File: config.mk
export PLATFORM = sky130hd
export DESIGN_NAME = snms_ram
export DESIGN_NICKNAME = d
export VERILOG_FILES = /design/src/hdl/snms_ram.sv
export SDC_FILE = /design/constraint.sdc
export NUM_CORES = 1
export LEC_CHECK = 0
export BUFFER_PORTS_ARGS = -buffer_cell sky130_fd_sc_hd__buf_4
export CAP_MARGIN = 25
export CELL_PAD_IN_SITES_DETAIL_PLACEMENT = 1
export CELL_PAD_IN_SITES_GLOBAL_PLACEMENT = 1
export CORE_MARGIN = 1
export CORE_UTILIZATION = 40
export CTS_CLUSTER_SIZE = 30
export DETAILED_ROUTE_END_ITERATION = 8
export PLACE_DENSITY_LB_ADDON = 0.1
export REMOVE_ABC_BUFFERS = 1
export SLEW_MARGIN = 20
export SYNTH_ARGS = -nofsm -noshare
export SYNTH_HDL_FRONTEND = slang
export SYNTH_SLANG_ARGS = --single-unit
File: constraint.sdc
create_clock -name clock -period 1.7 [get_ports clock]
set_input_delay 0.17 -clock clock [delete_from_list [all_inputs] [get_ports clock]]
set_output_delay 0.17 -clock clock [all_outputs]
set_load 0.02 [all_outputs]
File: src/hdl/snms_ram.sv
// ----------------------------------------------------------------------------
// snms_ram: generic single-clock RAM
// One write port and one read port; the read data is registered.
// ----------------------------------------------------------------------------
module snms_ram #(
   parameter int WIDTH = 8,
   parameter int DEPTH = 16
) (
   input  logic                     clock,
   input  logic                     wr_en,
   input  logic [$clog2(DEPTH)-1:0] wr_addr,
   input  logic [WIDTH-1:0]         wr_data,
   input  logic [$clog2(DEPTH)-1:0] rd_addr,
   output logic [WIDTH-1:0]         rd_data
);

   logic [WIDTH-1:0] mem [DEPTH];

   // Write and registered read.
   always_ff @(posedge clock) begin
      if (wr_en) begin
         mem[wr_addr] <= wr_data;
      end
      rd_data <= mem[rd_addr];
   end

endmodule

==> results of run 1 <==
final cells by class:
cell class                      count  area, um2
Timing Repair Buffer               50      425.4
Fill cell                        1144       6325
Sequential cell                   136       4004
Clock inverter                      3      15.01
Clock buffer                       28      526.8
Tap cell                          172      215.2
Multi-Input combinational cell     83       1057
routing by layer:
layer	global-route usage	vias up	routed length (um)
met5	0	-	0
met1	0.2636	1278	5255
met2	0.2707	54	5023
met4	0.07619	0	202
met3	0.04236	20	343
li1	-	1088	-
registers in the layout, indices dropped and copies added, names as in the netlist:
name     cells
mem        128
rd_data      8
power groups by stage:
stage          Sequential (mW)  Combinational [mW]  Clock [mW]
2_1_floorplan             3.86               0.150           0
3_3_place_gp              3.84               0.414           0
3_5_place_dp              3.84               0.422           0
4_1_cts                   3.77               0.423        3.38
5_1_grt                   3.78               0.449        3.49
6_report                  3.77               0.412        3.31
critical path, cell delays in order, from the launching register on:
cell,delay (ns)
edfxtp_1,0.35
mux4_1,0.52
a22oi_1,0.29
nand2_1,0.09
cells by family after synthesis:
kind of cell,synth area share
DFF,0.7778
and+or+nand+nor,0.03184
muxes,0.1502
AOI/OAI and AO/OA,0.02334
buffers and inverters,0.01677
cell usage after synthesis:
cell	n	area, um2
nand3b_1	2	15.01
nand2b_1	2	12.51
and2_1	1	6.260
mux4_2	18	405.4
buf_6	3	33.78
nand2_1	9	33.78
clkdlybuf4s25_2	3	30.03
and2b_1	1	7.510
nor2b_1	1	6.260
buf_4	1	7.510
nor3_1	4	20.02
nand3_1	1	5.000
a22oi_1	16	120.1
buf_2	3	15.01
mux4_1	14	367.9
edfxtp_1	128	3844
nor2_1	13	48.80
dfxtp_1	8	160.2
or3b_2	1	8.760
metrics by stage:
stage                     setup WS [ns]  power [mW]  std cells  hold slack, ns
after detailed placement         0.1388       4.262        441          0.4898
after global placement           0.1406       4.254        441          0.4723
after floorplan                 0.03713       4.012        219          0.2689
after CTS                        0.3227       7.572        472         0.05565
final                            0.3235       7.498        472         0.06054
after global routing             0.2738       7.721        472         0.07065
how the worst max path moves through the flow:
| stage | startpoint | endpoint | slack [ns] |
|---|---|---|---|
| finish | mem[9][1] | rd_data[1] | 0.32 |
| global route | mem[1][2] | rd_data[2] | 0.27 |
| CTS | mem[9][1] | rd_data[1] | 0.32 |
| detailed placement | rd_addr[0] | rd_data[5] | 0.14 |
| global placement | rd_addr[0] | rd_data[5] | 0.14 |
| floorplan | wr_addr[2] | mem[0][0] | 0.04 |
==> impl_results.md, run 1 <==
* Crit path launch type: register
* Synth cell types at 19
* Worst EP required at 1.99 ns
* Final instance area at roughly 6200 um2
* Die Footprint at around 13000 um2
* RR Endpoint: rd_data[1]
* Maximum buffer depth of the clock tree at 2
* Critical Path AT at between 1.5 and 2 ns
* Register bit total from synthesis at 136
* Die W at 115.4 um
* Most frequent cells in the layout: edfxtp_1 (128), buf_4 (46), mux4_2 (18)
* Worst-Margin Slew at between 0.4 and 0.5 ns
* Syn Area/Cell at around 22 um2
* Most common cell after layout, fill and taps aside: edfxtp_1
* Post-DRT Antenna Nets at 0
* # IOs at 26
* Max Cap Viol at 0
* Vias at approximately 2400
* Nets at a little over 300
* Mapped cell area at ~5100 um2
* Share of total power in combinational logic at 0.055
* Final period utilization at 0.8097
* WL/cell at between 20 and 25 um
* Tot GR Track Use at 0.1833
* Initial DRC Count at approximately 180
* Seq pwr share at 0.503
* Worst-path clk slew at about 0.05 ns
* IO Port Bufs at 25
* Sw frac at 0.1971
* Share of post-route cells with drive strength above 1 at 0.3167
* Net Sw Power at between 1 and 1.5 mW
* R2r startpoint: mem[9][1]
* N_diodes at 0
* H-tree depth at 4
* First-pass GRT wire length at around 16 mm
* Hold WC Path Type: in2reg
* Hold_buf cts at 0
* Drt pass-1 iters at 4
* Vias per inst at 5.169
* Core Footprint at 12570 um2
* Clock share of power at 0.442
* Final Hold Fails at 0
* Hold Path Stages at 1
* TNS Setup at 0 ns
* Fmax at approximately 730 MHz
* Post-DP Area at about 5700 um2
* Leakage at around 2.1 nW
* Final HPWL DP at 6.928 mm
* Global route total overflow at 0
* Final clock skew at between 0.004 and 0.005 ns
* Clock latency on the worst-skew pair at approximately 0.4 ns
* Final setup vio count at 0
* Worst reg2reg path depth at 3
* Starting Density at 0.4096
* Overall die height at ~120 um
* Setup Buffers After CTS at 0
* Gate Count Post-Synth at between 200 and 250
* TritonCTS sink count at roughly 140
* Outcome: complete, no violations
* Tmin final at 1.376 ns
* Gpl congestion at around 0.7
* Hold Path End: mem[2][7]
* Worst Setup End Kind: register
* Critical path peak fanout at 1
* CTS root buffer: clkbuf_16
* DR DRC count at 0
* Peak VDD IR at about 0.00057 V
* Area growth syn-to-layout at 21.29%
* Max-slew violations at 0
* Worst setup path class: reg2reg
* Number of global-route vias before repair at about 2600
* Rel. slew slack at 0.6863
* Final Util at 0.4968
* Rows at 41
* Worst hold start: wr_data[7]
* YS warnings at 0
* PD cells at between 1000 and 1500 nW/um2
* Num CTS Buffers at 17
* Post-CTS Resized at 0
* Routed Wire Length at between 10 and 15 mm
* Post-synthesis sequential area ratio at 0.7778
* Worst R2R Setup Slack at 0.32 ns
* CTS tree: done
* Initial antenna violation count at 0
* RSZ-0062 raised after global routing: false
* Largest net degree at the start of global routing at 17
* Internal power at between 6 and 7 mW
Power figures use the tool's default switching activity.
==> run 2: changes to the inputs <==
Clock period 1.7 ns to 1.25 ns, I/O delays scaled along.
==> impl_results.md, run 2 (same netlist as run 1, synthesis figures left out) <==
* RSZ-0062 raised after global routing: true (was false)
* Hold WC Path Type: in2reg (unchanged)
* Hold_buf cts at 0 (unchanged)
* Worst-Margin Slew at 0.9605 ns (was 0.4705 ns)
* Fmax at 780.6 MHz (was 726.5 MHz)
* Leakage at 2.119 nW (was 2.134 nW)
* Setup Buffers After CTS at 0 (unchanged)
* Global route total overflow at 0 (unchanged)
* CP cell instances: mux4_2 -> a22oi_2 -> nand2_1 (was mux4_1 -> a22oi_1 -> nand2_1)
* Rows at 41 (unchanged)
* Pre-CTS WS at -0.3179 ns (was 0.1388 ns)
* Core Footprint at 12570 um2 (unchanged)
* Post-DRT Antenna Nets at 0 (unchanged)
* Die W at 115.4 um (unchanged)
* Final setup vio count at 5 (was 0)
* Initial antenna violation count at 0 (unchanged)
* WL/cell at 23.13 um (was 22.93 um)
* # IOs at 26 (unchanged)
* Worst reg2reg path depth at 3 (unchanged)
* Starting Density at 0.4096 (unchanged)
* Final clock skew at 0.005086 ns (was 0.004031 ns)
* Crit path max-delay family: multiplexers (unchanged)
* Final setup margin at -0.03102 ns (was 0.3235 ns)
* Final Hold Fails at 0 (unchanged)
* Area growth syn-to-layout at 21.68% (was 21.29%)
* Clock latency on the worst-skew pair at 0.41 ns (about the same)
* TNS Setup at -0.07623 ns (was 0 ns)
* Tmin final at 1.281 ns (was 1.376 ns)
* Die Footprint at 13330 um2 (unchanged)
* Worst EP required at 1.55 ns (was 1.99 ns)
* Worst setup path class: reg2reg (unchanged)
* CP max stage delay at 0.48 ns (was 0.52 ns)
* Worst-path clk slew at 0.06 ns (was 0.05 ns)
* Share of post-route cells with drive strength above 1 at 0.3746 (was 0.3167)
* Hold Path Stages at 1 (unchanged)
* Max-slew violations at 0 (unchanged)
* First-pass GRT wire length at 16.82 mm (was 16.35 mm)
* Tot GR Track Use at 0.1897 (was 0.1833)
* H-tree depth at 4 (unchanged)
* Final period utilization at 1.025 (was 0.8097)
* Regs by FF count: mem x128, rd_data x8 (unchanged)
* Net Sw Power at 2.090 mW (was 1.478 mW)
* Drt pass-1 iters at 4 (unchanged)
* Crit path launch type: register (unchanged)
* Worst Setup End Kind: register (unchanged)
* Seq pwr share at 0.506 (was 0.503)
* Overall die height at 115.4 um (unchanged)
* Max Cap Viol at 0 (unchanged)
* Critical Path AT at 1.58 ns (was 1.67 ns)
* Final HPWL DP at 7.112 mm (was 6.928 mm)
* Vias per inst at 5.177 (was 5.169)
* Critical path depth at 3 (unchanged)
* Number of global-route vias before repair at 2674 (was 2586)
* TritonCTS sink count at 136 (unchanged)
* N_diodes at 0 (unchanged)
* Vias at 2480 (was 2440)
* Routed Wire Length at 11.08 mm (was 10.82 mm)
* Most common cell after layout, fill and taps aside: edfxtp_1 (unchanged)
* Worst Path Buf+Inv at 0 (unchanged)
* Maximum buffer depth of the clock tree at 2 (unchanged)
* Critical path peak fanout at 1 (unchanged)
* Share of total power in combinational logic at 0.059 (was 0.055)
* CTS root buffer: clkbuf_16 (unchanged)
* Outcome: finished with violations (was complete, no violations)
* Nets at 312 (was 306)
* Slowest stage cell, crit path: mux4_2 (was mux4_1)
* Gpl congestion at 0.7402 (was 0.6878)
* Reg with most FFs: mem (unchanged)
* Initial DRC Count at 121 (was 183)
* Failing checks: negative setup slack
* IO Port Bufs at 25 (unchanged)
* Internal power at 8.047 mW (was 6.020 mW)
* CTS tree: done (unchanged)
* PD cells at 1618 nW/um2 (was 1201 nW/um2)
* DR DRC count at 0 (unchanged)
* Num CTS Buffers at 17 (unchanged)
* Clock share of power at 0.435 (was 0.442)
* Most frequent cells in the layout: edfxtp_1 (128), buf_4 (52), mux4_2 (27) (was edfxtp_1 (128), buf_4 (46), mux4_2 (18))
* Sw frac at 0.2062 (was 0.1971)
* Largest net degree at the start of global routing at 17 (unchanged)
* Rel. slew slack at 0.3584 (was 0.6863)
* Peak VDD IR at 0.001128 V (was 0.0005656 V)
* Max reg flops at 128 (unchanged)
-- run 2: cell count changes in the layout (fill, tap and decap cells not counted), sizes merged --
cell	delta
clkbuf	-9
bufinv	+1
clkinv	+9
buf	+6
-- run 2: layout make-up --
type                    instances  area [um2]
flip-flops and latches        136        4004
clock buffers                  19       432.9
well taps                     172       215.2
multi-input cells              83        1054
fillers                      1145        6305
repair buffers                 56       470.5
clock inverters                13       87.58
-- run 2: worst paths after layout --
path / to / start / slack, ns
max: rd_data[0] / mem[3][0] / -0.03
min: mem[0][2] / wr_data[2] / 0.02
max reg2reg: rd_data[0] / mem[3][0] / -0.03
min reg2reg: rd_data[6] / mem[12][6] / 0.67
-- run 2: through the flow --
stage,hold slack (ns),instance area [um2],utilization,power [mW],cells
floorplan,0.2239,5061,-,5.457,219
global placement,0.4417,5747,0.4572,5.800,447
detailed placement,0.4528,5747,0.4572,5.814,447
CTS,0.006393,6264,0.4984,10.24,479
global route,0.02816,6264,0.4984,10.47,479
finish,0.02474,6264,0.4984,10.14,479
-- run 2: worst register-to-register path, cell delays in order (launching register included) --
cell and delay (ns):
edfxtp_1 0.36, mux4_2 0.48, a22oi_2 0.24, nand2_1 0.08
-- run 2: timing repair --
action | in CTS | in global routing
endpoints found under the setup margin | 8 | 8
pin swaps | 6 | 1
endpoints found under the hold margin | 0 | 0
resized for setup | 15 | 0
-- run 2: power groups by stage --
stage	combinational [mW]	clock, mW	sequential, mW
after floorplan	0.204	0	5.25
after global placement	0.580	0	5.22
after detailed placement	0.590	0	5.22
after CTS	0.611	4.50	5.13
after global routing	0.649	4.68	5.14
final	0.596	4.41	5.13
-- run 2: routing by layer --
| metal | wire length, um | track usage | vias up |
|---|---|---|---|
| li1 | - | - | 1096 |
| met5 | 0 | 0 | - |
| met1 | 5279 | 0.2637 | 1307 |
| met4 | 232 | 0.09351 | 0 |
| met2 | 5201 | 0.2822 | 58 |
| met3 | 364 | 0.04550 | 19 |
